## src/hw/rtl/dtb_pkg.sv

```systemverilog
// Package for the delay timer bank: result codes, action codes and shared types.
// Used by dtb_order_list, delay_timer_bank and the testbench; depends on nothing else.
`default_nettype none

package dtb_pkg;

	localparam int DEFAULT_TIMER_SLOTS = 8;
	localparam int DELAY_W = 32;
	localparam int TASK_W = 8;

	localparam logic ACT_REGISTER = 1'b0;
	localparam logic ACT_TICK = 1'b1;

	localparam logic KIND_STATUS = 1'b0;
	localparam logic KIND_WAKE = 1'b1;

	localparam logic [1:0] ST_OK = 2'd0;
	localparam logic [1:0] ST_ZERO_DELAY = 2'd1;
	localparam logic [1:0] ST_NO_CONTEXT = 2'd2;
	localparam logic [1:0] ST_BANK_FULL = 2'd3;

	// Commands to the age-ordered slot list.
	typedef struct packed {
		logic insert;
		logic rotate;
		logic drop;
	} ord_cmd_t;

	// One entry of the timer memory.
	typedef struct packed {
		logic [DELAY_W-1:0] remaining;
		logic [TASK_W-1:0] task_id;
	} timer_entry_t;

endpackage

`default_nettype wire

```

## src/hw/rtl/dtb_order_list.sv

```systemverilog
// Age-ordered permutation of timer slot numbers: active slots newest first, free slots after.
// Supports insert of a free slot at the head and rotation of the head, with optional drop, during a tick walk.
// Depends on dtb_pkg.
`default_nettype none

module dtb_order_list #(
	parameter int TIMER_SLOTS = 8,
	parameter int IDX_W = 3,
	parameter int CNT_W = 4
) (
	input wire logic clk,
	input wire logic arst_n,
	input wire dtb_pkg::ord_cmd_t cmd,
	output logic [IDX_W-1:0] head,
	output logic [IDX_W-1:0] free_slot,
	output logic [CNT_W-1:0] count,
	output logic full
);
	import dtb_pkg::*;

	logic [IDX_W-1:0] order_q [TIMER_SLOTS];
	logic [CNT_W-1:0] count_q;

	assign head = order_q[0];
	assign count = count_q;
	assign full = (count_q == CNT_W'(TIMER_SLOTS));
	assign free_slot = full ? '0 : order_q[count_q[IDX_W-1:0]];

	always_ff @(posedge clk or negedge arst_n) begin
		if (!arst_n) begin
			for (int p = 0; p < TIMER_SLOTS; p++) begin
				order_q[p] <= IDX_W'(p);
			end
			count_q <= '0;
		end else if (cmd.insert) begin
			order_q[0] <= free_slot;
			for (int p = 1; p < TIMER_SLOTS; p++) begin
				if (CNT_W'(p) <= count_q) begin
					order_q[p] <= order_q[p-1];
				end
			end
			count_q <= count_q + CNT_W'(1);
		end else if (cmd.rotate) begin
			// The head moves to the end of the active region; a dropped head then
			// becomes the first free slot.
			for (int p = 0; p < TIMER_SLOTS; p++) begin
				if (CNT_W'(p + 1) == count_q) begin
					order_q[p] <= order_q[0];
				end else if (p < TIMER_SLOTS - 1) begin
					if (CNT_W'(p + 1) < count_q) begin
						order_q[p] <= order_q[p+1];
					end
				end
			end
			if (cmd.drop) begin
				count_q <= count_q - CNT_W'(1);
			end
		end
	end

endmodule

`default_nettype wire

```

## src/hw/rtl/delay_timer_bank.sv

```systemverilog
// Top level of the delay timer bank: command port, timer memory and tick walk sequencer.
// Depends on dtb_pkg and dtb_order_list.
//
// Channel      Signals                                          Transfer
// command      start, busy, action, task_id, task_present,      start high, busy low
//              delay_ticks
// result       result_valid, kind, status, woken_task, last     result_valid high, one cycle
// config       cfg_wr_en, cfg_wr_data                           cfg_wr_en high
//
// A register command's status appears in the next cycle and busy stays low.
// A tick walks the stored timers in age order, newest first, each with a memory read state
// and a write-back state, then a closing state; with the scheduler flag clear or no timers it does nothing.
// Reset clears the slot list and the scheduler flag; the timer memory needs no clearing.
// Results cannot be stalled; each stands on the outputs for exactly one cycle.
`default_nettype none

module delay_timer_bank #(
	parameter int TIMER_SLOTS = dtb_pkg::DEFAULT_TIMER_SLOTS
) (
	input wire logic clk,
	input wire logic arst_n,
	input wire logic cfg_wr_en,
	input wire logic cfg_wr_data,
	input wire logic start,
	output logic busy,
	input wire logic action,
	input wire logic [dtb_pkg::TASK_W-1:0] task_id,
	input wire logic task_present,
	input wire logic [dtb_pkg::DELAY_W-1:0] delay_ticks,
	output logic result_valid,
	output logic kind,
	output logic [1:0] status,
	output logic [dtb_pkg::TASK_W-1:0] woken_task,
	output logic last
);
	import dtb_pkg::*;

	localparam int IDX_W = (TIMER_SLOTS > 1) ? $clog2(TIMER_SLOTS) : 1;
	localparam int CNT_W = $clog2(TIMER_SLOTS + 1);

	typedef enum logic [1:0] {
		S_IDLE,
		S_READ,
		S_WRITE,
		S_FINISH
	} state_t;

	state_t state_q;
	logic sched_q;
	logic [CNT_W-1:0] left_q;
	logic pend_q;
	logic [TASK_W-1:0] pend_task_q;
	logic result_valid_q;
	logic kind_q;
	logic [1:0] status_q;
	logic [TASK_W-1:0] woken_task_q;
	logic last_q;

	ord_cmd_t ord_cmd;
	logic [IDX_W-1:0] head;
	logic [IDX_W-1:0] free_slot;
	logic [CNT_W-1:0] count;
	logic full;

	timer_entry_t mem [TIMER_SLOTS];
	timer_entry_t rd_s1;
	logic mem_we;
	logic [IDX_W-1:0] mem_addr;
	timer_entry_t mem_wdata;

	logic accept;
	logic [1:0] reg_status;
	logic expired;

	dtb_order_list #(
		.TIMER_SLOTS(TIMER_SLOTS),
		.IDX_W(IDX_W),
		.CNT_W(CNT_W)
	) u_order (
		.clk(clk),
		.arst_n(arst_n),
		.cmd(ord_cmd),
		.head(head),
		.free_slot(free_slot),
		.count(count),
		.full(full)
	);

	assign busy = (state_q != S_IDLE);
	assign accept = start && !busy;

	always_comb begin
		if (delay_ticks == '0) begin
			reg_status = ST_ZERO_DELAY;
		end else if (!task_present) begin
			reg_status = ST_NO_CONTEXT;
		end else if (full) begin
			reg_status = ST_BANK_FULL;
		end else begin
			reg_status = ST_OK;
		end
	end

	assign expired = (rd_s1.remaining == DELAY_W'(1));

	always_comb begin
		ord_cmd.insert = accept && (action == ACT_REGISTER) && (reg_status == ST_OK);
		ord_cmd.rotate = (state_q == S_WRITE);
		ord_cmd.drop = (state_q == S_WRITE) && expired;
	end

	always_comb begin
		mem_we = ord_cmd.insert || (state_q == S_WRITE);
		if (ord_cmd.insert) begin
			mem_addr = free_slot;
			mem_wdata.remaining = delay_ticks;
			mem_wdata.task_id = task_id;
		end else begin
			mem_addr = head;
			mem_wdata.remaining = rd_s1.remaining - DELAY_W'(1);
			mem_wdata.task_id = rd_s1.task_id;
		end
	end

	always_ff @(posedge clk) begin
		if (mem_we) begin
			mem[mem_addr] <= mem_wdata;
		end
		rd_s1 <= mem[head];
	end

	always_ff @(posedge clk or negedge arst_n) begin
		if (!arst_n) begin
			state_q <= S_IDLE;
			sched_q <= 1'b0;
			left_q <= '0;
			pend_q <= 1'b0;
			pend_task_q <= '0;
			result_valid_q <= 1'b0;
			kind_q <= KIND_STATUS;
			status_q <= ST_OK;
			woken_task_q <= '0;
			last_q <= 1'b0;
		end else begin
			result_valid_q <= 1'b0;
			if (cfg_wr_en) begin
				sched_q <= cfg_wr_data;
			end
			case (state_q)
				S_IDLE: begin
					if (accept) begin
						if (action == ACT_REGISTER) begin
							result_valid_q <= 1'b1;
							kind_q <= KIND_STATUS;
							status_q <= reg_status;
							woken_task_q <= '0;
							last_q <= 1'b1;
						end else if (sched_q && (count != '0)) begin
							state_q <= S_READ;
							left_q <= count;
							pend_q <= 1'b0;
						end
					end
				end
				S_READ: begin
					state_q <= S_WRITE;
				end
				S_WRITE: begin
					// A wake is held back one step so that the final one can carry last.
					if (expired) begin
						if (pend_q) begin
							result_valid_q <= 1'b1;
							kind_q <= KIND_WAKE;
							status_q <= ST_OK;
							woken_task_q <= pend_task_q;
							last_q <= 1'b0;
						end
						pend_q <= 1'b1;
						pend_task_q <= rd_s1.task_id;
					end
					left_q <= left_q - CNT_W'(1);
					state_q <= (left_q == CNT_W'(1)) ? S_FINISH : S_READ;
				end
				S_FINISH: begin
					if (pend_q) begin
						result_valid_q <= 1'b1;
						kind_q <= KIND_WAKE;
						status_q <= ST_OK;
						woken_task_q <= pend_task_q;
						last_q <= 1'b1;
					end
					pend_q <= 1'b0;
					state_q <= S_IDLE;
				end
				default: begin
					state_q <= S_IDLE;
				end
			endcase
		end
	end

	assign result_valid = result_valid_q;
	assign kind = kind_q;
	assign status = status_q;
	assign woken_task = woken_task_q;
	assign last = last_q;

	a_count_bound: assert property (@(posedge clk) disable iff (!arst_n)
		count <= CNT_W'(TIMER_SLOTS))
		else $error("slot count exceeds the bank size");

	a_register_answers: assert property (@(posedge clk) disable iff (!arst_n)
		(start && !busy && (action == ACT_REGISTER)) |=>
		(result_valid && (kind == KIND_STATUS) && last))
		else $error("register command without a status result");

	a_wake_needs_start: assert property (@(posedge clk) disable iff (!arst_n)
		(result_valid && (kind == KIND_WAKE)) |-> $past(busy))
		else $error("wake result outside a tick walk");

endmodule

`default_nettype wire

```

## config.mk

```make
export PLATFORM = sky130hd
export DESIGN_NAME = delay_timer_bank
export DESIGN_NICKNAME = d
export VERILOG_FILES = /design/src/hw/rtl/dtb_pkg.sv /design/src/hw/rtl/dtb_order_list.sv /design/src/hw/rtl/delay_timer_bank.sv
export SDC_FILE = /design/constraint.sdc
export NUM_CORES = 1
export LEC_CHECK = 0
export BUFFER_PORTS_ARGS = -buffer_cell sky130_fd_sc_hd__clkbuf_2
export CAP_MARGIN = 25
export CORE_UTILIZATION = 50
export DETAILED_ROUTE_END_ITERATION = 10
export MAX_ROUTING_LAYER = met4
export PLACE_DENSITY = 0.69
export SYNTH_ARGS = -nofsm -noshare
export SYNTH_HDL_FRONTEND = slang
export SYNTH_SLANG_ARGS = --single-unit
```

## constraint.sdc

```tcl
create_clock -name clk -period 5 [get_ports clk]
set_input_delay 0.75 -clock clk [delete_from_list [all_inputs] [get_ports clk]]
set_output_delay 0.75 -clock clk [all_outputs]
set_load 0.1 [all_outputs]
```

==> results.cfg, run 1 <==
[status]
outcome = finished clean

[clock_tree]
cts_hold_buffers = 0
clock-sinks = 417
cts_tree = done
cts_buffers = 43
post-cts-setup-buffers = 0
clock_latency_ns = 0.54
cts_buffer_depth = 3
cts.htree.levels = 2
cts-root-buf = clkbuf_16
clk_pin_slew_worst_paths_ns = 0.06
cts-resized-gates = 0

[yosys]
ys_top_cells_by_count = edfxtp_1 (320), nand2_1 (217), mux4_2 (84), dfrtp_1 (45), clkbuf_1 (43)
yosys.area.top_type_share_pct = 55.87
synthesis.nets = 1174
yosysWarnings = 0
synthTopCellsByArea = edfxtp_1 (56%), mux4_2 (11%), dfrtp_1 (6.5%), nand2_1 (4.7%), dfxtp_1 (4.7%)
synthesis.area_um2 = 17200
yosys.cell_count.top_type = edfxtp_1
synth_top_cell_by_area = edfxtp_1
synth_edf_count = 320
yosysSeqAreaShare_pct = 68.91
syn_inst = 1118
syn_avg_cell_area_um2 = 15.38
yosysUniqueCellTypes = 60
synth_ff_type = edfxtp_1
ys_ff_latch = 417
synth_async_sr_flop_share_pct = 13.67

[global_route]
grt_overflow = 0
grt_use_total_pct = 22.37
grt_start_max_net_pins = 66
grt.busiest_layer = met2
met1_usage_pct = 30.11
use_met2_pct = 35.67
grt_pass1_wl_mm = 58.24
antenna_found_initial = 0
use_met3_pct = 2.927
grt_pass1_vias = 9944

[floorplanning]
num_rows = 67
initial_core_util_pct = 51.03
core_region_area_um2 = 33700
ios = 61
dieHeight_um = 187.5
die_area_um2 = 35140
die_x_um = 187.5

[finish]
antennaDiodeCount = 0
drive_gt1_share_pct = 24.00
areaGrowthSynthToFinish_pct = 13.61
fillers = 2577
nets = 1242

[worst_setup_path]
required_ns = 5.20
crit_path_start_kind = flip-flop
rrSetupSlack_ns = 1.06
worst_setup_path_end_kind = flip-flop
regToRegStartpoint = u_order.count[0]
worstPathMaxFanout = 35
rr_worst_depth = 9
cp.arrival_ns = 4.14
critical_path_class = reg2reg
r2r-end = mem[7][36]

[power_and_ir_drop]
p_per_area_nw_per_um2 = 634.7
ir_drop_v = 0.0003712
leakage_uw = 0.006904

[min_path]
hold_class = in2async

[timing]
fin_hold_ws_ns = 0.1750
layout_min_cycle_time_ns = 3.945
finalHoldViolCount = 0
slew_violations = 0
finalCritPeriodShare_pct = 78.90
max_freq_mhz = 253.5
setup_tns_ns = 0
rsz0062_at_grt = false
setup_viol = 0
relSlewSlack_pct = 30.24
skew_ns = 0.01581
worst_pin_slew_ns = 1.035

[routing]
drc = 0
wl_per_cell_um = 22.23
drt-initial-drc-count = 773
dr_total_vias = 9826
drt-total-wl_mm = 37.11
dr.pass1.iters = 7
via_per_inst = 5.887
antenna_left = 0

[job]
max-cap-violations = 0

[place]
io_buffers = 60
hpwl_mm = 22.66
gp_congestion = 0.8080
-- stage by stage --
stage | std cells | area, um^2 | worst slack, ns | power (uW) | utilization (%)
global placement | 1588 | 18120 | 1.160 | 9212 | 53.76
CTS | 1668 | 19530 | 1.035 | 12490 | 57.95
detailed placement | 1588 | 18120 | 1.028 | 9321 | 53.76
floorplan | 1118 | 17200 | 0.6372 | 8137 | -
global route | 1669 | 19540 | 0.7714 | 13030 | 57.98
finish | 1669 | 19540 | 1.055 | 12400 | 57.98
-- power breakdown --
part           internal [uW]  total [uW]  switching (uW)
clock network           1860        3150            1290
registers               5000        5540             532
logic                   1470        3710            2240
total                   8330       12400            4070
-- cell families after synthesis --
family | synth area share [%]
compound gates | 5.027
xor+xnor | 1.579
fa+ha+maj | 0.6548
buf+inv | 1.884
simple gates | 8.672
flops | 68.91
mux | 13.27
-- cell usage in the layout (no fill, tap or decap), types with 7 or more instances in the layout --
cell	instances
edfxtp_1	320
nand2_1	217
mux4_2	84
clkbuf_2	60
clkbuf_16	43
dfrtp_1	42
o21ai_0	41
dfxtp_1	40
xnor2_1	27
nor2_1	26
mux2i_1	21
buf_4	21
nor4_1	18
inv_1	17
mux2_2	16
a21oi_1	15
nor3_1	14
clkbuf_1	14
dfstp_2	12
a22o_1	11
nand3_1	9
ha_1	9
or3_1	8
o22ai_1	8
a31oi_1	7
o221a_2	7
-- layer usage --
metal | vias to the layer above | wire length, um
met5 | - | 0
li1 | 4413 | -
met3 | 82 | 2005
met2 | 317 | 18030
met1 | 5014 | 15990
met4 | 0 | 1081
-- critical path: stages, from the launching register on --
cell,delay [ns]
dfrtp_1,0.79
inv_1,0.23
ha_1,0.30
nand3b_1,0.18
nand3_1,0.21
a21oi_4,0.19
buf_4,0.40
mux2_2,0.48
nor2_4,0.39
buf_4,0.41
-- worst max-delay path by stage --
stage / from / to / slack (ns) / depth (start not counted)
6_report: u_order.count[0] / mem[7][36] / 1.06 / 9
5_1_grt: u_order.count[0] / mem[7][22] / 0.77 / 9
4_1_cts: u_order.count[0] / mem[7][36] / 1.03 / 9
3_5_place_dp: delay_ticks[3] / mem[7][22] / 1.03 / 8
3_3_place_gp: u_order.count[0] / mem[7][28] / 1.16 / 9
2_1_floorplan: action / mem[1][0] / 0.64 / 6
-- area by class of cell --
| class | count | area (um^2) | share of cell area [%] |
|---|---|---|---|
| Sequential cell | 417 | 11860 | 60.70 |
| Multi-Input combinational cell | 620 | 5077 | 25.99 |
| Clock buffer | 65 | 1226 | 6.276 |
| Tap cell | 448 | 560.5 | 2.869 |
| Timing Repair Buffer | 86 | 558.0 | 2.856 |
| Clock inverter | 15 | 187.7 | 0.9606 |
| Inverter | 18 | 67.56 | 0.3458 |
-- registers in the layout, summed over array words and instances (netlist names) --
register,count
status,2
u_order.head,3
u_order.order_q,21
pend_task_q,8
pend_q,1
mem,320
state_q,2
last,1
left_q,4
rd_s1,40
result_valid,1
sched_q,1
u_order.count,4
kind,1
woken_task,8
Power figures use the tool's default switching activity.
==> run 2, diff against run 1 <==
==> constraint.sdc (replaced) <==
create_clock -name clk -period 3.9 [get_ports clk]
set_input_delay 0.585 -clock clk [delete_from_list [all_inputs] [get_ports clk]]
set_output_delay 0.585 -clock clk [all_outputs]
set_load 0.1 [all_outputs]
==> results.cfg, run 2 (same netlist as run 1, synthesis figures left out) <==
[worst_setup_path]
worstPathMaxFanout = 30
cp_slowest_cell = nor2_4
r2r-end = mem[7][14]
worst_setup_path_end_kind = flip-flop
cp.arrival_ns = 3.54
rr_worst_depth = 9
crit_chain = inv_1, ha_1, nand3b_1, nand3_1, a21oi_4, buf_4, a31oi_1, nor2_4, buf_12
cp_top_family = simple AND/OR/NAND/NOR gates
regToRegStartpoint = u_order.count[0]
crit_path_start_kind = flip-flop
crit_path_max_incr_delay_ns = 0.66
required_ns = 4.15
path_buf_inv = 3
critical_path_class = reg2reg
rrSetupSlack_ns = 0.61

[power_and_ir_drop]
sequentialPowerShare_pct = 43.1
combPwrFrac_pct = 31.1
power.share.switching_pct = 32.50
p_per_area_nw_per_um2 = 818.1
leakage_uw = 0.007008
power.internal_uw = 10880
ir_drop_v = 0.0004281
p_switching_uw = 5240
pwr-share-clk_pct = 25.8

[timing]
finalHoldViolCount = 0
fin_ws_ns = 0.6110
max_freq_mhz = 304.0
relSlewSlack_pct = 39.29
setup_viol = 0
fin_hold_ws_ns = 0.03638
layout_min_cycle_time_ns = 3.289
skew_ns = 0.01728
finalCritPeriodShare_pct = 84.33
rsz0062_at_grt = false
slew_violations = 0
setup_tns_ns = 0
worst_pin_slew_ns = 0.9012

[routing]
dr_total_vias = 9905
via_per_inst = 5.885
drc = 0
wl_per_cell_um = 22.21
dr.pass1.iters = 5
antenna_left = 0
drt-total-wl_mm = 37.38
drt-initial-drc-count = 873

[clock_tree]
cts-root-buf = clkbuf_16
clk_pin_slew_worst_paths_ns = 0.06
cts_buffer_depth = 3
cts-resized-gates = 0
cts_buffers = 43
cts_tree = done
post-cts-setup-buffers = 0
clock-sinks = 417
cts_hold_buffers = 0
cts.htree.levels = 2
clock_latency_ns = 0.56

[finish]
layout_commonest_cell = edfxtp_1
top_regs = mem x320, rd_s1 x40, u_order.order_q x21
layout_common_cells = edfxtp_1 (320), nand2_1 (217), mux4_2 (84)
nets = 1257
largest_register = mem
drive_gt1_share_pct = 25.26
final_area_um2 = 19710
largest_register_ffs = 320
antennaDiodeCount = 0
areaGrowthSynthToFinish_pct = 14.59
final_cells = 1683

[global_route]
antenna_found_initial = 0
grt_pass1_wl_mm = 58.98
grt_start_max_net_pins = 54
grt_overflow = 0
grt_pass1_vias = 10173
grt_use_total_pct = 22.80

[floorplanning]
core_region_area_um2 = 33700
die_x_um = 187.5
dieHeight_um = 187.5
ios = 61
initial_core_util_pct = 51.03
num_rows = 67
die_area_um2 = 35140

[place]
dp_cells = 1603
hpwl_mm = 22.61
post_dp_cell_area_um2 = 18230
io_buffers = 60
dp_slack_ns = 0.2848
gp_congestion = 0.8989

[min_path]
hold_class = in2async

[status]
outcome = finished clean

[job]
max-cap-violations = 0
[run 2: changes by cell type in the layout (fill, tap and decap cells not counted), moves of 2 or more]
cell / delta
bufinv_16: +2
inv_16: +2
buf_4: +14
clkbuf_1: -2
clkinv_1: -3
clkbuf_4: -2
clkinv_2: +3
[run 2: through the flow]
stage,util (%),total power (uW)
floorplan,-,10430
global placement,54.09,11890
detailed placement,54.09,12020
CTS,58.40,16220
global route,58.48,16930
finish,58.48,16120
[run 2: how the worst max path moves through the flow]
stage / from / end / slack, ns / depth (start not counted)
6_report: u_order.count[0] / mem[7][14] / 0.61 / 9
5_1_grt: rd_s1[8] / mem[4][23] / 0.38 / 5
2_1_floorplan: u_order.count[0] / mem[1][0] / -0.37 / 9
3_5_place_dp: delay_ticks[3] / mem[1][12] / 0.28 / 8
4_1_cts: u_order.count[0] / mem[1][12] / 0.46 / 6
3_3_place_gp: action / mem[1][15] / 0.38 / 8
[run 2: area by class of cell]
class	instances	area [um^2]
Inverter	18	67.56
Clock buffer	60	1190
Tap cell	448	560.5
Multi-Input combinational cell	620	5077
Clock inverter	19	261.5
Sequential cell	417	11860
Timing Repair Buffer	101	690.7
Fill cell	2601	13990
[run 2: per-layer routing]
layer	GRT usage, %	vias to the layer above	share of wire (%)
li1	-	4441	-
met1	30.87	5060	42
met2	36.17	336	49
met3	3.321	68	6.3
met4	6.692	0	2.4
met5	-	-	0
[run 2: power groups by stage]
stage	sequential, uW	clock, uW	combinational, uW
after floorplan	6880	0	3550
after global placement	6980	0	4910
after detailed placement	7010	0	5010
after CTS	6940	4230	5050
after global routing	7030	4400	5500
final	6950	4150	5020
==> run 3, diff against run 2 <==
==> constraint.sdc (replaced) <==
create_clock -name clk -period 3.4 [get_ports clk]
set_input_delay 0.51 -clock clk [delete_from_list [all_inputs] [get_ports clk]]
set_output_delay 0.51 -clock clk [all_outputs]
set_load 0.1 [all_outputs]
==> results.cfg, run 3 (same netlist as run 1, synthesis figures left out) <==
[status]
outcome = finished clean

[finish]
ff_latch_area_um2 = 11860
layout_commonest_cell = edfxtp_1
largest_register_ffs = 320
layout_common_cells = edfxtp_1 (320), nand2_1 (217), mux4_2 (84)
largest_register = mem
areaGrowthSynthToFinish_pct = 15.53
final_area_um2 = 19870
nets = 1265
top_regs = mem x320, rd_s1 x40, u_order.order_q x21
fillers = 2599
drive_gt1_share_pct = 25.64
multiInputGateArea_um2 = 5077
finish.utilization_pct = 58.96
antennaDiodeCount = 0

[timing]
slew_violations = 0
fin_hold_ws_ns = 0.2141
skew_ns = 0.02825
worst_pin_slew_ns = 0.8822
finalHoldViolCount = 0
setup_viol = 0
finalCritPeriodShare_pct = 88.01
layout_min_cycle_time_ns = 2.992
relSlewSlack_pct = 41.18
fin_ws_ns = 0.4078
max_freq_mhz = 334.2
rsz0062_at_grt = false

[routing]
drc = 0
drt-total-wl_mm = 36.86
dr_total_vias = 9895
antenna_left = 0
dr.pass1.iters = 8
drt-initial-drc-count = 757
wl_per_cell_um = 21.78
via_per_inst = 5.848

[min_path]
hold_class = in2reg
whs_path_depth = 2
hp-start = cfg_wr_data
worstHoldEndpoint = sched_q

[worst_setup_path]
worstPathMaxFanout = 11
cp_slowest_cell = or4_1
critPathMostFrequentCell = or4_1
rr_worst_depth = 5
regToRegStartpoint = rd_s1[8]
crit_chain = or4_1, or4_1, nor3_1, xnor2_1, o21ai_0
critical_path_class = reg2reg
rrSetupSlack_ns = 0.41
required_ns = 3.63
crit_path_max_incr_delay_ns = 0.72
r2r-end = mem[1][39]
crit_path_start_kind = flip-flop
worst_setup_path_end_kind = flip-flop
cp.arrival_ns = 3.23

[clock_tree]
post-cts-setup-buffers = 0
cts.htree.levels = 2
cts-root-buf = clkbuf_16
cts_buffer_depth = 3
cts_tree = done
clock_latency_ns = 0.55
clock-sinks = 417
clk_pin_slew_worst_paths_ns = 0.06
cts_buffers = 43

[power_and_ir_drop]
p_per_area_nw_per_um2 = 945.0
leakage_uw = 0.007093
ir_drop_v = 0.0008260
finalPower_uw = 18780

[place]
gp_congestion = 0.8423
io_buffers = 60
post_dp_cell_area_um2 = 18280
hpwl_mm = 21.48
dp_slack_ns = 0.3273

[job]
max-cap-violations = 0

[floorplanning]
die_x_um = 187.5
initial_core_util_pct = 51.03
core_region_area_um2 = 33700
num_rows = 67
dieHeight_um = 187.5
ios = 61
die_area_um2 = 35140

[global_route]
grt_use_total_pct = 22.04
antenna_found_initial = 0
grt_pass1_wl_mm = 57.31
grt_pass1_vias = 9912
grt_start_max_net_pins = 95
grt_overflow = 0
[run 3: cell count changes in the layout (fill, tap and decap cells not counted)]
| cell | previous run | this run |
|---|---|---|
| clkinv_1 | 1 | 2 |
| inv_16 | 2 | 0 |
| clkinv_16 | 0 | 1 |
| clkinvlp_4 | 2 | 1 |
| clkinv_8 | 0 | 1 |
| inv_6 | 2 | 1 |
| clkinv_2 | 7 | 5 |
| bufinv_16 | 5 | 8 |
| clkbuf_16 | 43 | 44 |
| dlygate4sd3_1 | 0 | 1 |
| buf_4 | 35 | 42 |
[run 3: metal layers]
layer	part of all wire, %	vias to the layer above	routed length (um)	track usage [%]
met2	48	324	17640	34.70
met3	6.0	53	2210	3.058
li1	-	4448	-	-
met4	2.1	0	770	5.722
met5	0	-	0	-
met1	44	5070	16230	30.49
[run 3: area by class of cell]
cell class / instances / area share [%]
sequential: 417 / 59.69
multi-input combinational: 620 / 25.55
clock buffer: 61 / 6.115
timing repair buffer: 109 / 3.791
tap: 448 / 2.821
clock inverter: 19 / 1.688
inverter: 18 / 0.3400
[run 3: worst max path at each step]
stage	cells past startpoint	startpoint	slack, ns	to
6_report	5	rd_s1[8]	0.41	mem[1][39]
3_5_place_dp	6	delay_ticks[11]	0.33	mem[5][36]
2_1_floorplan	9	u_order.count[0]	-0.25	mem[1][0]
5_1_grt	5	rd_s1[8]	0.17	mem[0][27]
4_1_cts	5	rd_s1[8]	0.38	mem[1][39]
3_3_place_gp	6	delay_ticks[11]	0.32	mem[1][24]
[run 3: critical path, delay by kind of cell, from the launching register on]
kind	cells	cell delay [ns]
AO/OA/AOI/OAI	1	0.59
XOR/XNOR	1	0.10
flip-flops	1	0.35
AND/OR/NAND/NOR	3	1.63
[run 3: repair_timing]
action / CTS / global route
hold buffers: 0 / 1
hold endpoints to repair: 0 / 7
resized for setup: 0 / 0
[run 3: report_power, final]
group / internal, uW / leakage (uW) / total (uW) / switching, uW
clock: 3120 / 0.000751 / 5040 / 1920
combinational: 2330 / 0.00241 / 5770 / 3440
sequential: 7350 / 0.00393 / 7970 / 622
total: 12800 / 0.00709 / 18800 / 5980
[run 3: metrics by stage]
step | std cells | setup TNS [ns]
2_1_floorplan | 1118 | -38.96
3_3_place_gp | 1610 | 0
3_5_place_dp | 1610 | 0
4_1_cts | 1690 | 0
5_1_grt | 1692 | 0
6_report | 1692 | 0
